## config.mk

```make
export PLATFORM = sky130hd
export DESIGN_NAME = encoder_parameter_controller
export DESIGN_NICKNAME = d
export VERILOG_FILES = /design/src/epc_pkg.sv /design/src/epc_front.sv /design/src/epc_queue.sv /design/src/epc_back.sv /design/src/encoder_parameter_controller.sv
export SDC_FILE = /design/constraint.sdc
export NUM_CORES = 1
export LEC_CHECK = 0
export BUFFER_PORTS_ARGS = -buffer_cell sky130_fd_sc_hd__clkbuf_2
export CELL_PAD_IN_SITES_DETAIL_PLACEMENT = 0
export CELL_PAD_IN_SITES_GLOBAL_PLACEMENT = 1
export CORE_MARGIN = 2
export CORE_UTILIZATION = 46
export DETAILED_ROUTE_END_ITERATION = 16
export HOLD_SLACK_MARGIN = 0.08
export PLACE_DENSITY = 0.92
export SLEW_MARGIN = 20
export SYNTH_ARGS = -nofsm -noshare
export SYNTH_HDL_FRONTEND = slang
export SYNTH_SLANG_ARGS = --single-unit
```

## constraint.sdc

```tcl
create_clock -name clk -period 3.78 [get_ports clk]
set_input_delay 0.567 -clock clk [delete_from_list [all_inputs] [get_ports clk]]
set_output_delay 0.567 -clock clk [all_outputs]
set_load 0.005 [all_outputs]
```

## src/epc_pkg.sv

```systemverilog
// ----------------------------------------------------------------------------
// epc_pkg: shared types and constants of the encoder parameter controller
// Holds the command format passed from the front end to the back end, the
// direction and index codes, setting bounds and the resolution tick table.
// ----------------------------------------------------------------------------
package epc_pkg;

  // Default number of channel pattern slots.
  localparam int NUM_CHANNELS_DEF = 4;

  // Quadrature history patterns.
  localparam logic [3:0] PAT_HI = 4'b1001;
  localparam logic [3:0] PAT_LO = 4'b0011;

  // Setting bounds.
  localparam logic [9:0] TEMPO_MAX = 10'd999;
  localparam logic [9:0] TEMPO_MIN = 10'd20;
  localparam logic [9:0] TEMPO_RST = 10'd120;
  localparam logic [3:0] TOP4      = 4'd15;
  localparam logic [3:0] RES_MAX   = 4'd8;

  // Tempo step values.
  localparam logic [4:0] STEP_1  = 5'd1;
  localparam logic [4:0] STEP_5  = 5'd5;
  localparam logic [4:0] STEP_10 = 5'd10;
  localparam logic [4:0] STEP_20 = 5'd20;

  // Direction codes.
  localparam logic [1:0] DIR_NONE = 2'd0;
  localparam logic [1:0] DIR_CW   = 2'd1;
  localparam logic [1:0] DIR_CCW  = 2'd2;

  // Encoder and button index codes.
  localparam logic [2:0] IDX_TEMPO   = 3'd0;
  localparam logic [2:0] IDX_RES     = 3'd1;
  localparam logic [2:0] IDX_PAGE    = 3'd2;
  localparam logic [2:0] IDX_PATTERN = 3'd3;

  // Request from the front end to the back end.
  typedef struct packed {
    logic       button;
    logic [2:0] idx;
    logic [1:0] dir;
  } cmd_t;

  // Saturating 4-bit step up or down.
  function automatic logic [3:0] bump4(logic [3:0] v, logic up);
    logic [3:0] r;
    r = v;
    if (up) begin
      if (v < TOP4) r = v + 4'd1;
    end else begin
      if (v != 4'd0) r = v - 4'd1;
    end
    return r;
  endfunction

  // Resolution index to ticks per beat.
  function automatic logic [5:0] ticks_of(logic [3:0] res);
    logic [5:0] t;
    case (res)
      4'd0:    t = 6'd1;
      4'd1:    t = 6'd2;
      4'd2:    t = 6'd4;
      4'd3:    t = 6'd6;
      4'd4:    t = 6'd8;
      4'd5:    t = 6'd12;
      4'd6:    t = 6'd16;
      4'd7:    t = 6'd24;
      4'd8:    t = 6'd32;
      default: t = 6'd1;
    endcase
    return t;
  endfunction

endpackage

```

## src/epc_front.sv

```systemverilog
// ----------------------------------------------------------------------------
// epc_front: input front end
// Accepts requests, shifts pin samples into the shared A/B histories and
// classifies each request into a command for the back end.
// ----------------------------------------------------------------------------
module epc_front (
  input  logic              clk,
  input  logic              rst_n,
  input  logic              in_valid,
  output logic              in_ready,
  input  logic              req_button,
  input  logic [2:0]        req_idx,
  input  logic              req_pin_a,
  input  logic              req_pin_b,
  output logic              push_valid,
  input  logic              push_ready,
  output epc_pkg::cmd_t     push_cmd
);

  logic [3:0] a_hist_r, a_hist_nxt;
  logic [3:0] b_hist_r, b_hist_nxt;
  logic       take;

  assign in_ready   = push_ready;
  assign take       = in_valid && push_ready;
  assign push_valid = in_valid;

  // History update; button presses leave the histories alone.
  always_comb begin
    a_hist_nxt = a_hist_r;
    b_hist_nxt = b_hist_r;
    if (!req_button) begin
      a_hist_nxt = {a_hist_r[2:0], req_pin_a};
      b_hist_nxt = {b_hist_r[2:0], req_pin_b};
    end
  end

  // Classify the request into a command.
  always_comb begin
    push_cmd.button = req_button;
    push_cmd.idx    = req_idx;
    push_cmd.dir    = epc_pkg::DIR_NONE;
    if (!req_button) begin
      if (a_hist_nxt == epc_pkg::PAT_HI && b_hist_nxt == epc_pkg::PAT_LO) begin
        push_cmd.dir = epc_pkg::DIR_CW;
      end else if (a_hist_nxt == epc_pkg::PAT_LO && b_hist_nxt == epc_pkg::PAT_HI) begin
        push_cmd.dir = epc_pkg::DIR_CCW;
      end
    end
  end

  always_ff @(posedge clk) begin
    if (!rst_n) begin
      a_hist_r <= '0;
      b_hist_r <= '0;
    end else if (take) begin
      a_hist_r <= a_hist_nxt;
      b_hist_r <= b_hist_nxt;
    end
  end

endmodule

```

## src/epc_queue.sv

```systemverilog
// ----------------------------------------------------------------------------
// epc_queue: two-entry command queue
// Decouples the front end from the back end so that each can stall alone.
// ----------------------------------------------------------------------------
module epc_queue (
  input  logic          clk,
  input  logic          rst_n,
  input  logic          push_valid,
  output logic          push_ready,
  input  epc_pkg::cmd_t push_cmd,
  output logic          pop_valid,
  input  logic          pop_ready,
  output epc_pkg::cmd_t pop_cmd
);

  epc_pkg::cmd_t mem_r [2];
  logic          wr_ptr_r;
  logic          rd_ptr_r;
  logic [1:0]    count_r, count_nxt;
  logic          do_push, do_pop;

  assign push_ready = (count_r != 2'd2);
  assign pop_valid  = (count_r != 2'd0);
  assign pop_cmd    = mem_r[rd_ptr_r];
  assign do_push    = push_valid && push_ready;
  assign do_pop     = pop_valid && pop_ready;

  // Occupancy.
  always_comb begin
    count_nxt = count_r;
    if (do_push && !do_pop) begin
      count_nxt = count_r + 2'd1;
    end else if (do_pop && !do_push) begin
      count_nxt = count_r - 2'd1;
    end
  end

  // Pointers and count.
  always_ff @(posedge clk) begin
    if (!rst_n) begin
      wr_ptr_r <= 1'b0;
      rd_ptr_r <= 1'b0;
      count_r  <= 2'd0;
    end else begin
      count_r <= count_nxt;
      if (do_push) wr_ptr_r <= ~wr_ptr_r;
      if (do_pop)  rd_ptr_r <= ~rd_ptr_r;
    end
  end

  // Storage.
  always_ff @(posedge clk) begin
    if (do_push) mem_r[wr_ptr_r] <= push_cmd;
  end

endmodule

```

## src/epc_back.sv

```systemverilog
// ----------------------------------------------------------------------------
// epc_back: settings back end
// Applies each command to the settings registers and loads the result
// register with the full set of values after the update.
// ----------------------------------------------------------------------------
module epc_back #(
  parameter int NUM_CHANNELS = epc_pkg::NUM_CHANNELS_DEF
) (
  input  logic          clk,
  input  logic          rst_n,
  input  logic          pop_valid,
  output logic          pop_ready,
  input  epc_pkg::cmd_t pop_cmd,
  output logic          out_valid,
  input  logic          out_ready,
  output logic [63:0]   out_data
);

  localparam int RPT = (NUM_CHANNELS < 4) ? NUM_CHANNELS : 4;

  logic [9:0]  tempo_r, tempo_nxt;
  logic [4:0]  step_r, step_nxt;
  logic [3:0]  res_r, res_nxt;
  logic [3:0]  page_r, page_nxt;
  logic [3:0]  loop_r, loop_nxt;
  logic        lsel_r, lsel_nxt;
  logic [3:0]  pat_r, pat_nxt;
  logic [3:0]  chan_r [NUM_CHANNELS];
  logic [3:0]  chan_nxt [NUM_CHANNELS];
  logic [NUM_CHANNELS-1:0] mute_r, mute_nxt;
  logic        out_valid_r;
  logic [63:0] out_data_r;
  logic        do_pop;
  logic        mv, up;
  logic [10:0] sum, diff;
  logic [15:0] pats;
  logic [3:0]  mutes;

  assign pop_ready = !out_valid_r || out_ready;
  assign do_pop    = pop_valid && pop_ready;
  assign out_valid = out_valid_r;
  assign out_data  = out_data_r;

  assign mv   = !pop_cmd.button && (pop_cmd.dir != epc_pkg::DIR_NONE);
  assign up   = (pop_cmd.dir == epc_pkg::DIR_CW);
  assign sum  = {1'b0, tempo_r} + {6'b0, step_r};
  assign diff = {1'b0, tempo_r} - {6'b0, step_r};

  // Next settings for the command at the head of the queue.
  always_comb begin
    tempo_nxt = tempo_r;
    step_nxt  = step_r;
    res_nxt   = res_r;
    page_nxt  = page_r;
    loop_nxt  = loop_r;
    lsel_nxt  = lsel_r;
    pat_nxt   = pat_r;
    mute_nxt  = mute_r;
    for (int c = 0; c < NUM_CHANNELS; c++) begin
      chan_nxt[c] = chan_r[c];
    end
    if (mv) begin
      case (pop_cmd.idx)
        epc_pkg::IDX_TEMPO: begin
          if (up) begin
            if (sum <= {1'b0, epc_pkg::TEMPO_MAX}) tempo_nxt = sum[9:0];
          end else begin
            if (!diff[10] && diff[9:0] >= epc_pkg::TEMPO_MIN) tempo_nxt = diff[9:0];
          end
        end
        epc_pkg::IDX_RES: begin
          if (up) begin
            if (res_r < epc_pkg::RES_MAX) res_nxt = res_r + 4'd1;
          end else begin
            if (res_r != 4'd0) res_nxt = res_r - 4'd1;
          end
        end
        epc_pkg::IDX_PAGE: begin
          if (lsel_r) loop_nxt = epc_pkg::bump4(loop_r, up);
          else        page_nxt = epc_pkg::bump4(page_r, up);
        end
        epc_pkg::IDX_PATTERN: begin
          pat_nxt = epc_pkg::bump4(pat_r, up);
        end
        default: begin
          for (int c = 0; c < NUM_CHANNELS; c++) begin
            if (c < 4 && pop_cmd.idx[1:0] == 2'(c)) begin
              chan_nxt[c] = epc_pkg::bump4(chan_r[c], up);
            end
          end
        end
      endcase
    end else if (pop_cmd.button) begin
      case (pop_cmd.idx)
        epc_pkg::IDX_TEMPO: begin
          case (step_r)
            epc_pkg::STEP_1:  step_nxt = epc_pkg::STEP_5;
            epc_pkg::STEP_5:  step_nxt = epc_pkg::STEP_10;
            epc_pkg::STEP_10: step_nxt = epc_pkg::STEP_20;
            epc_pkg::STEP_20: step_nxt = epc_pkg::STEP_1;
            default:          step_nxt = step_r;
          endcase
        end
        epc_pkg::IDX_PAGE: begin
          lsel_nxt = ~lsel_r;
        end
        default: begin
          for (int c = 0; c < NUM_CHANNELS; c++) begin
            if (pop_cmd.idx[2] && c < 4 && pop_cmd.idx[1:0] == 2'(c)) begin
              mute_nxt[c] = ~mute_r[c];
            end
          end
        end
      endcase
    end
  end

  // Reported channel patterns and mutes; absent channels read as zero.
  genvar g;
  generate
    for (g = 0; g < 4; g++) begin : g_rpt
      if (g < RPT) begin : g_on
        assign pats[4*g +: 4] = chan_nxt[g];
        assign mutes[g]       = mute_nxt[g];
      end else begin : g_off
        assign pats[4*g +: 4] = 4'd0;
        assign mutes[g]       = 1'b0;
      end
    end
  endgenerate

  // Settings registers.
  always_ff @(posedge clk) begin
    if (!rst_n) begin
      tempo_r <= epc_pkg::TEMPO_RST;
      step_r  <= epc_pkg::STEP_1;
      res_r   <= '0;
      page_r  <= '0;
      loop_r  <= '0;
      lsel_r  <= 1'b0;
      pat_r   <= '0;
      mute_r  <= '0;
      for (int c = 0; c < NUM_CHANNELS; c++) begin
        chan_r[c] <= '0;
      end
    end else if (do_pop) begin
      tempo_r <= tempo_nxt;
      step_r  <= step_nxt;
      res_r   <= res_nxt;
      page_r  <= page_nxt;
      loop_r  <= loop_nxt;
      lsel_r  <= lsel_nxt;
      pat_r   <= pat_nxt;
      mute_r  <= mute_nxt;
      for (int c = 0; c < NUM_CHANNELS; c++) begin
        chan_r[c] <= chan_nxt[c];
      end
    end
  end

  // Result valid flag.
  always_ff @(posedge clk) begin
    if (!rst_n) begin
      out_valid_r <= 1'b0;
    end else if (pop_ready) begin
      out_valid_r <= pop_valid;
    end
  end

  // Result payload.
  always_ff @(posedge clk) begin
    if (do_pop) begin
      out_data_r <= {4'b0, mutes, pats, pat_nxt, lsel_nxt, loop_nxt, page_nxt,
                     epc_pkg::ticks_of(res_nxt), res_nxt, step_nxt, tempo_nxt,
                     (pop_cmd.button ? epc_pkg::DIR_NONE : pop_cmd.dir)};
    end
  end

`ifndef SYNTHESIS
  a_tempo_range: assert property (@(posedge clk) disable iff (!rst_n)
    tempo_r >= epc_pkg::TEMPO_MIN && tempo_r <= epc_pkg::TEMPO_MAX)
    else $error("tempo left its range");

  a_step_set: assert property (@(posedge clk) disable iff (!rst_n)
    step_r == epc_pkg::STEP_1 || step_r == epc_pkg::STEP_5 ||
    step_r == epc_pkg::STEP_10 || step_r == epc_pkg::STEP_20)
    else $error("tempo step outside its cycle");

  a_res_range: assert property (@(posedge clk) disable iff (!rst_n)
    res_r <= epc_pkg::RES_MAX)
    else $error("resolution index above its maximum");

  a_pop_result: assert property (@(posedge clk) disable iff (!rst_n)
    do_pop |=> out_valid_r)
    else $error("popped request produced no result");
`endif

endmodule

```

## src/encoder_parameter_controller.sv

```systemverilog
// ----------------------------------------------------------------------------
// encoder_parameter_controller: rotary encoder parameter controller
// Decodes quadrature pin samples and aux button presses into sequencer
// setting changes and reports all settings for every request.
// ----------------------------------------------------------------------------
// Usage:
//   Input stream (in_*): one request per handshake. in_tuser[0] is 0 for an
//   encoder pin sample and 1 for an aux button press; in_tdata carries the
//   encoder or button index and the sampled A and B levels.
//   Output stream (out_*): exactly one result per request, in order, with
//   the step direction and every current setting after the update.
//   out_tvalid rises once its accepted request has passed through the queue
//   and the back end has loaded the result register.
//   Throughput is one request per cycle while out_tready stays high, set by
//   the settings update in the back end, which applies one command per pop.
//   A two-entry queue sits between the decoding front end and the settings
//   back end; when out_tready is low the result register holds, the queue
//   fills, and in_tready drops once the queue is full.
//   Reset (rst_n low, synchronous) empties the queue and result register,
//   clears the pin histories and restores tempo 120, step 1 and all other
//   settings to zero.
// ----------------------------------------------------------------------------
module encoder_parameter_controller #(
  parameter int NUM_CHANNELS = epc_pkg::NUM_CHANNELS_DEF
) (
  input  logic        clk,
  input  logic        rst_n,
  input  logic        in_tvalid,
  output logic        in_tready,
  input  logic [7:0]  in_tdata,   // encoder_index[2:0], pin_a[3], pin_b[4], zero[7:5]
  input  logic [0:0]  in_tuser,   // req_type[0]
  output logic        out_tvalid,
  input  logic        out_tready,
  output logic [63:0] out_tdata   // direction[1:0], tempo[11:2], tempo_step[16:12],
                                  // resolution_code[20:17], ticks_per_beat[26:21],
                                  // shown_page[30:27], loop_pages[34:31],
                                  // loop_selected[35], pattern_now[39:36],
                                  // channel_patterns[55:40], mute_mask[59:56]
);

  logic          push_valid, push_ready;
  logic          pop_valid, pop_ready;
  epc_pkg::cmd_t push_cmd, pop_cmd;

  // Request decode and pin histories.
  epc_front u_front (
    .clk        (clk),
    .rst_n      (rst_n),
    .in_valid   (in_tvalid),
    .in_ready   (in_tready),
    .req_button (in_tuser[0]),
    .req_idx    (in_tdata[2:0]),
    .req_pin_a  (in_tdata[3]),
    .req_pin_b  (in_tdata[4]),
    .push_valid (push_valid),
    .push_ready (push_ready),
    .push_cmd   (push_cmd)
  );

  // Command queue.
  epc_queue u_queue (
    .clk        (clk),
    .rst_n      (rst_n),
    .push_valid (push_valid),
    .push_ready (push_ready),
    .push_cmd   (push_cmd),
    .pop_valid  (pop_valid),
    .pop_ready  (pop_ready),
    .pop_cmd    (pop_cmd)
  );

  // Settings update and result register.
  epc_back #(
    .NUM_CHANNELS (NUM_CHANNELS)
  ) u_back (
    .clk        (clk),
    .rst_n      (rst_n),
    .pop_valid  (pop_valid),
    .pop_ready  (pop_ready),
    .pop_cmd    (pop_cmd),
    .out_valid  (out_tvalid),
    .out_ready  (out_tready),
    .out_data   (out_tdata)
  );

endmodule

```

==> flow_metrics.env <==
export IMPL_synth_cell_area_um2=8163
export IMPL_detail_route_antenna_nets=0
export IMPL_yosys_cell_types_count=89
export IMPL_yosysTopAreaCell="edfxtp_1"
export IMPL_die_h_um=137.2
export IMPL_via_count=6597
export IMPL_crit_required_ns=3.91
export IMPL_clock_insertion_delay_worst_skew_ns=0.42
export IMPL_drt_iter0_markers=527
export IMPL_achievable_frequency_ghz=0.2917
export IMPL_design_area_um2=9244
export IMPL_die_width_um=137.2
export IMPL_setup_viol=0
export IMPL_cp_slowest_stage_delay_ns=0.50
export IMPL_timing_critical_path_max_delay_family="simple AND/OR/NAND/NOR gates"
export IMPL_startpoint_type="register"
export IMPL_timing_final_max_slew_violations=0
export IMPL_static_leakage_power_uw=0.003435
export IMPL_seq_area_frac_synth=0.4414
export IMPL_pin_count_of_the_biggest_net_entering_global_routing=55
export IMPL_hold_buffers=0
export IMPL_grt_setup_unrepaired="no"
export IMPL_total_power_uw=6387
export IMPL_grt_antenna_before_repair=0
export IMPL_grt_pass1_wl_um=30290
export IMPL_fillerInstances=1560
export IMPL_final_core_util=0.5344
export IMPL_place_hpwl_um=12630
export IMPL_endpoint_kind="register"
export IMPL_first_global_vias=6129
export IMPL_diodes=0
export IMPL_synthTopCellsByCount="90 x nand2_1, 88 x edfxtp_1, 68 x nor2_1, 58 x o21ai_0, 48 x dfxtp_1"
export IMPL_fin_nets=961
export IMPL_max_cap_violations=0
export IMPL_ios=79
export IMPL_worstPathArrival_ns=3.55
export IMPL_cts_buffers_inserted=17
export IMPL_cts_num_sinks=136
export IMPL_postSynthAreaPerCell_um2=9.437
export IMPL_gp_congestion=0.8562
export IMPL_drive_above_1_share=0.1706
export IMPL_postSynth_asyncResetShare=0
export IMPL_routedWlPerCell_um=15.81
export IMPL_placed_cell_area_um2=8676
export IMPL_vdd_drop_max_mv=0.3839
export IMPL_cts_tree="built"
export IMPL_path_clk_slew_ns=0.06
export IMPL_cts_max_level=4
export IMPL_instance_count_of_the_mapped_netlist=865
export IMPL_area_growth_synth_to_final_pct=13.24
export IMPL_detailed_route_wire_length_um=18300
export IMPL_synth_most_common_cell="nand2_1"
export IMPL_routed_via_density=5.702
export IMPL_cts_root_buf="clkbuf_16"
export IMPL_grt_use_total=0.2051
export IMPL_grt_ovfl_total=0
export IMPL_yosys_area_top_type_share=0.3237
export IMPL_floorplan_initialDensity=0.4719
export IMPL_largest_cells_by_area_after_synthesis="edfxtp_1 32%, dfxtp_1 12%, ha_1 4.1%"
export IMPL_synth_warnings=0
export IMPL_count_of_flip_flops_with_a_built_in_enable_after_synthesis=88
export IMPL_final_sum_of_negative_setup_slack_ns=0
export IMPL_portBuffers=71
export IMPL_ys_ff_latch=136
export IMPL_non_filler_cells_in_the_finished_layout=1157
export IMPL_floorplan_die_area_um2=18830
export IMPL_worstHoldPathType="in2reg"
export IMPL_post_cts_buffers=0
export IMPL_core_um2=17300
export IMPL_maximum_count_of_clock_buffers_along_a_single_path=2
export IMPL_critical_path_slowest_cell="nor3b_1"
export IMPL_fin_worst_skew_ns=0.007953
export IMPL_cp_cell_sequence="inv_1 > ha_1 > nor3b_1 > nor4_1 > nor4_2 > a2111oi_2 > nor2_2 > o21ai_1 > a32oi_1 > o21ai_0"
export IMPL_finalCritPeriodShare=0.9068
export IMPL_postSynth_topFlopCell="edfxtp_1"
export IMPL_worst_setup_path_type="reg2reg"
export IMPL_worst_pin_slew_ns=0.6806
export IMPL_finalHoldViolations=0
export IMPL_worst_slew_margin_rel=0.5463
export IMPL_worstPathBufferInverterCount=1
export IMPL_post_cts_resized_instances=0
export IMPL_detail_route_drc_violations=0
export IMPL_detail_route_first_pass_iterations=5
export IMPL_finalCriticalPeriod_ns=3.428
export IMPL_power_density_nw_per_um2=690.9
export IMPL_placed_cells_incl_taps=1125
export IMPL_floorplan_rows=48
export IMPL_result_of_the_run="finished, final reports clean"
export IMPL_critical_path_max_fanout=12
flip-flops by register name, summed over array words and instances (netlist names), 3 cells and up, named ones only:
name	count
u_queue.mem_r	12
u_back.pat_r	4
u_back.page_r	4
u_back.step_r	5
u_back.out_data	60
u_back.chan_r	16
u_back.res_r	4
u_front.b_hist_r	3
u_back.tempo_r	10
u_back.loop_r	4
u_front.a_hist_r	3
u_back.mute_r	4
logic make-up after synthesis:
family          Yosys count  share of synthesized area
buf+inv                  95                    0.05073
xor+xnor                 33                    0.03633
other cells               1                  0.0004594
mux                       8                   0.009963
fa+ha+maj                29                    0.04629
compound gates          250                     0.2220
simple gates            313                     0.1928
flops                   136                     0.4414
power by group:
group | internal, uW | switching, uW | total (uW)
Clock | 949 | 618 | 1570
Combinational | 914 | 1390 | 2310
Sequential | 2200 | 316 | 2510
Total | 4060 | 2330 | 6390
metal layers:
layer / track usage / vias to the layer above / wire (um)
li1: - / 3277 / -
met1: 0.2768 / 3126 / 8514
met2: 0.3267 / 169 / 8584
met3: 0.03569 / 25 / 800
met4: 0.08477 / 0 / 397
met5: 0 / - / 0
cells in the final DEF (no fill, tap or decap), types with 7 or more instances in the layout:
cell type  instances
a21oi_1           39
nand4_1            8
buf_4             13
ha_1              27
inv_1             39
nor3_1            27
a31oi_1           20
nor3b_1           11
nand3_1           20
clkbuf_2          71
and2_1            11
nand2_1           90
o22ai_1           10
a21boi_0          21
or2_2              7
nor2b_1           20
and3_1             7
o21ai_0           58
nand2b_1          13
clkbuf_16         17
mux2i_1            7
dfxtp_1           48
xnor2_1           17
edfxtp_1          88
xor2_1            15
or3_1             12
nor2_1            67
worst paths after layout:
| path | start | end | slack, ns | cells after the start |
|---|---|---|---|---|
| max | u_back.step_r[2] | u_back.out_data[5] | 0.35 | 10 |
| min | in_tdata[0] | u_queue.mem_r[1][2] | 0.37 | 1 |
| max reg2reg | u_back.step_r[2] | u_back.out_data[5] | 0.35 | 10 |
| min reg2reg | u_front.a_hist_r[1] | u_front.a_hist_r[2] | 0.48 | 2 |
worst register-to-register path, delay by kind of cell, from the launching register on:
kind,cells,cell delay [ns]
buffers and inverters,1,0.16
adder cells (fa/ha/maj),1,0.47
AO/OA/AOI/OAI,4,0.64
AND/OR/NAND/NOR,4,1.39
flip-flops,1,0.48
per-stage QoR:
| stage | setup WS, ns | hold WS [ns] |
|---|---|---|
| after floorplan | 0.2995 | 0.4507 |
| after global placement | 0.4661 | 0.4700 |
| after detailed placement | 0.4432 | 0.4724 |
| after CTS | 0.4128 | 0.3568 |
| after global routing | 0.1187 | 0.3584 |
| final | 0.3522 | 0.3715 |
layout make-up:
class / count / area (um^2) / area share
clock buffers: 20 / 466.7 / 0.05049
repair buffers: 85 / 473.0 / 0.05116
clock inverters: 12 / 101.3 / 0.01096
flip-flops and latches: 136 / 3603 / 0.3898
multi-input cells: 637 / 4159 / 0.4499
inverters: 42 / 158.9 / 0.01719
well taps: 225 / 281.5 / 0.03045
No activity file was read; power rests on OpenSTA's default activity.
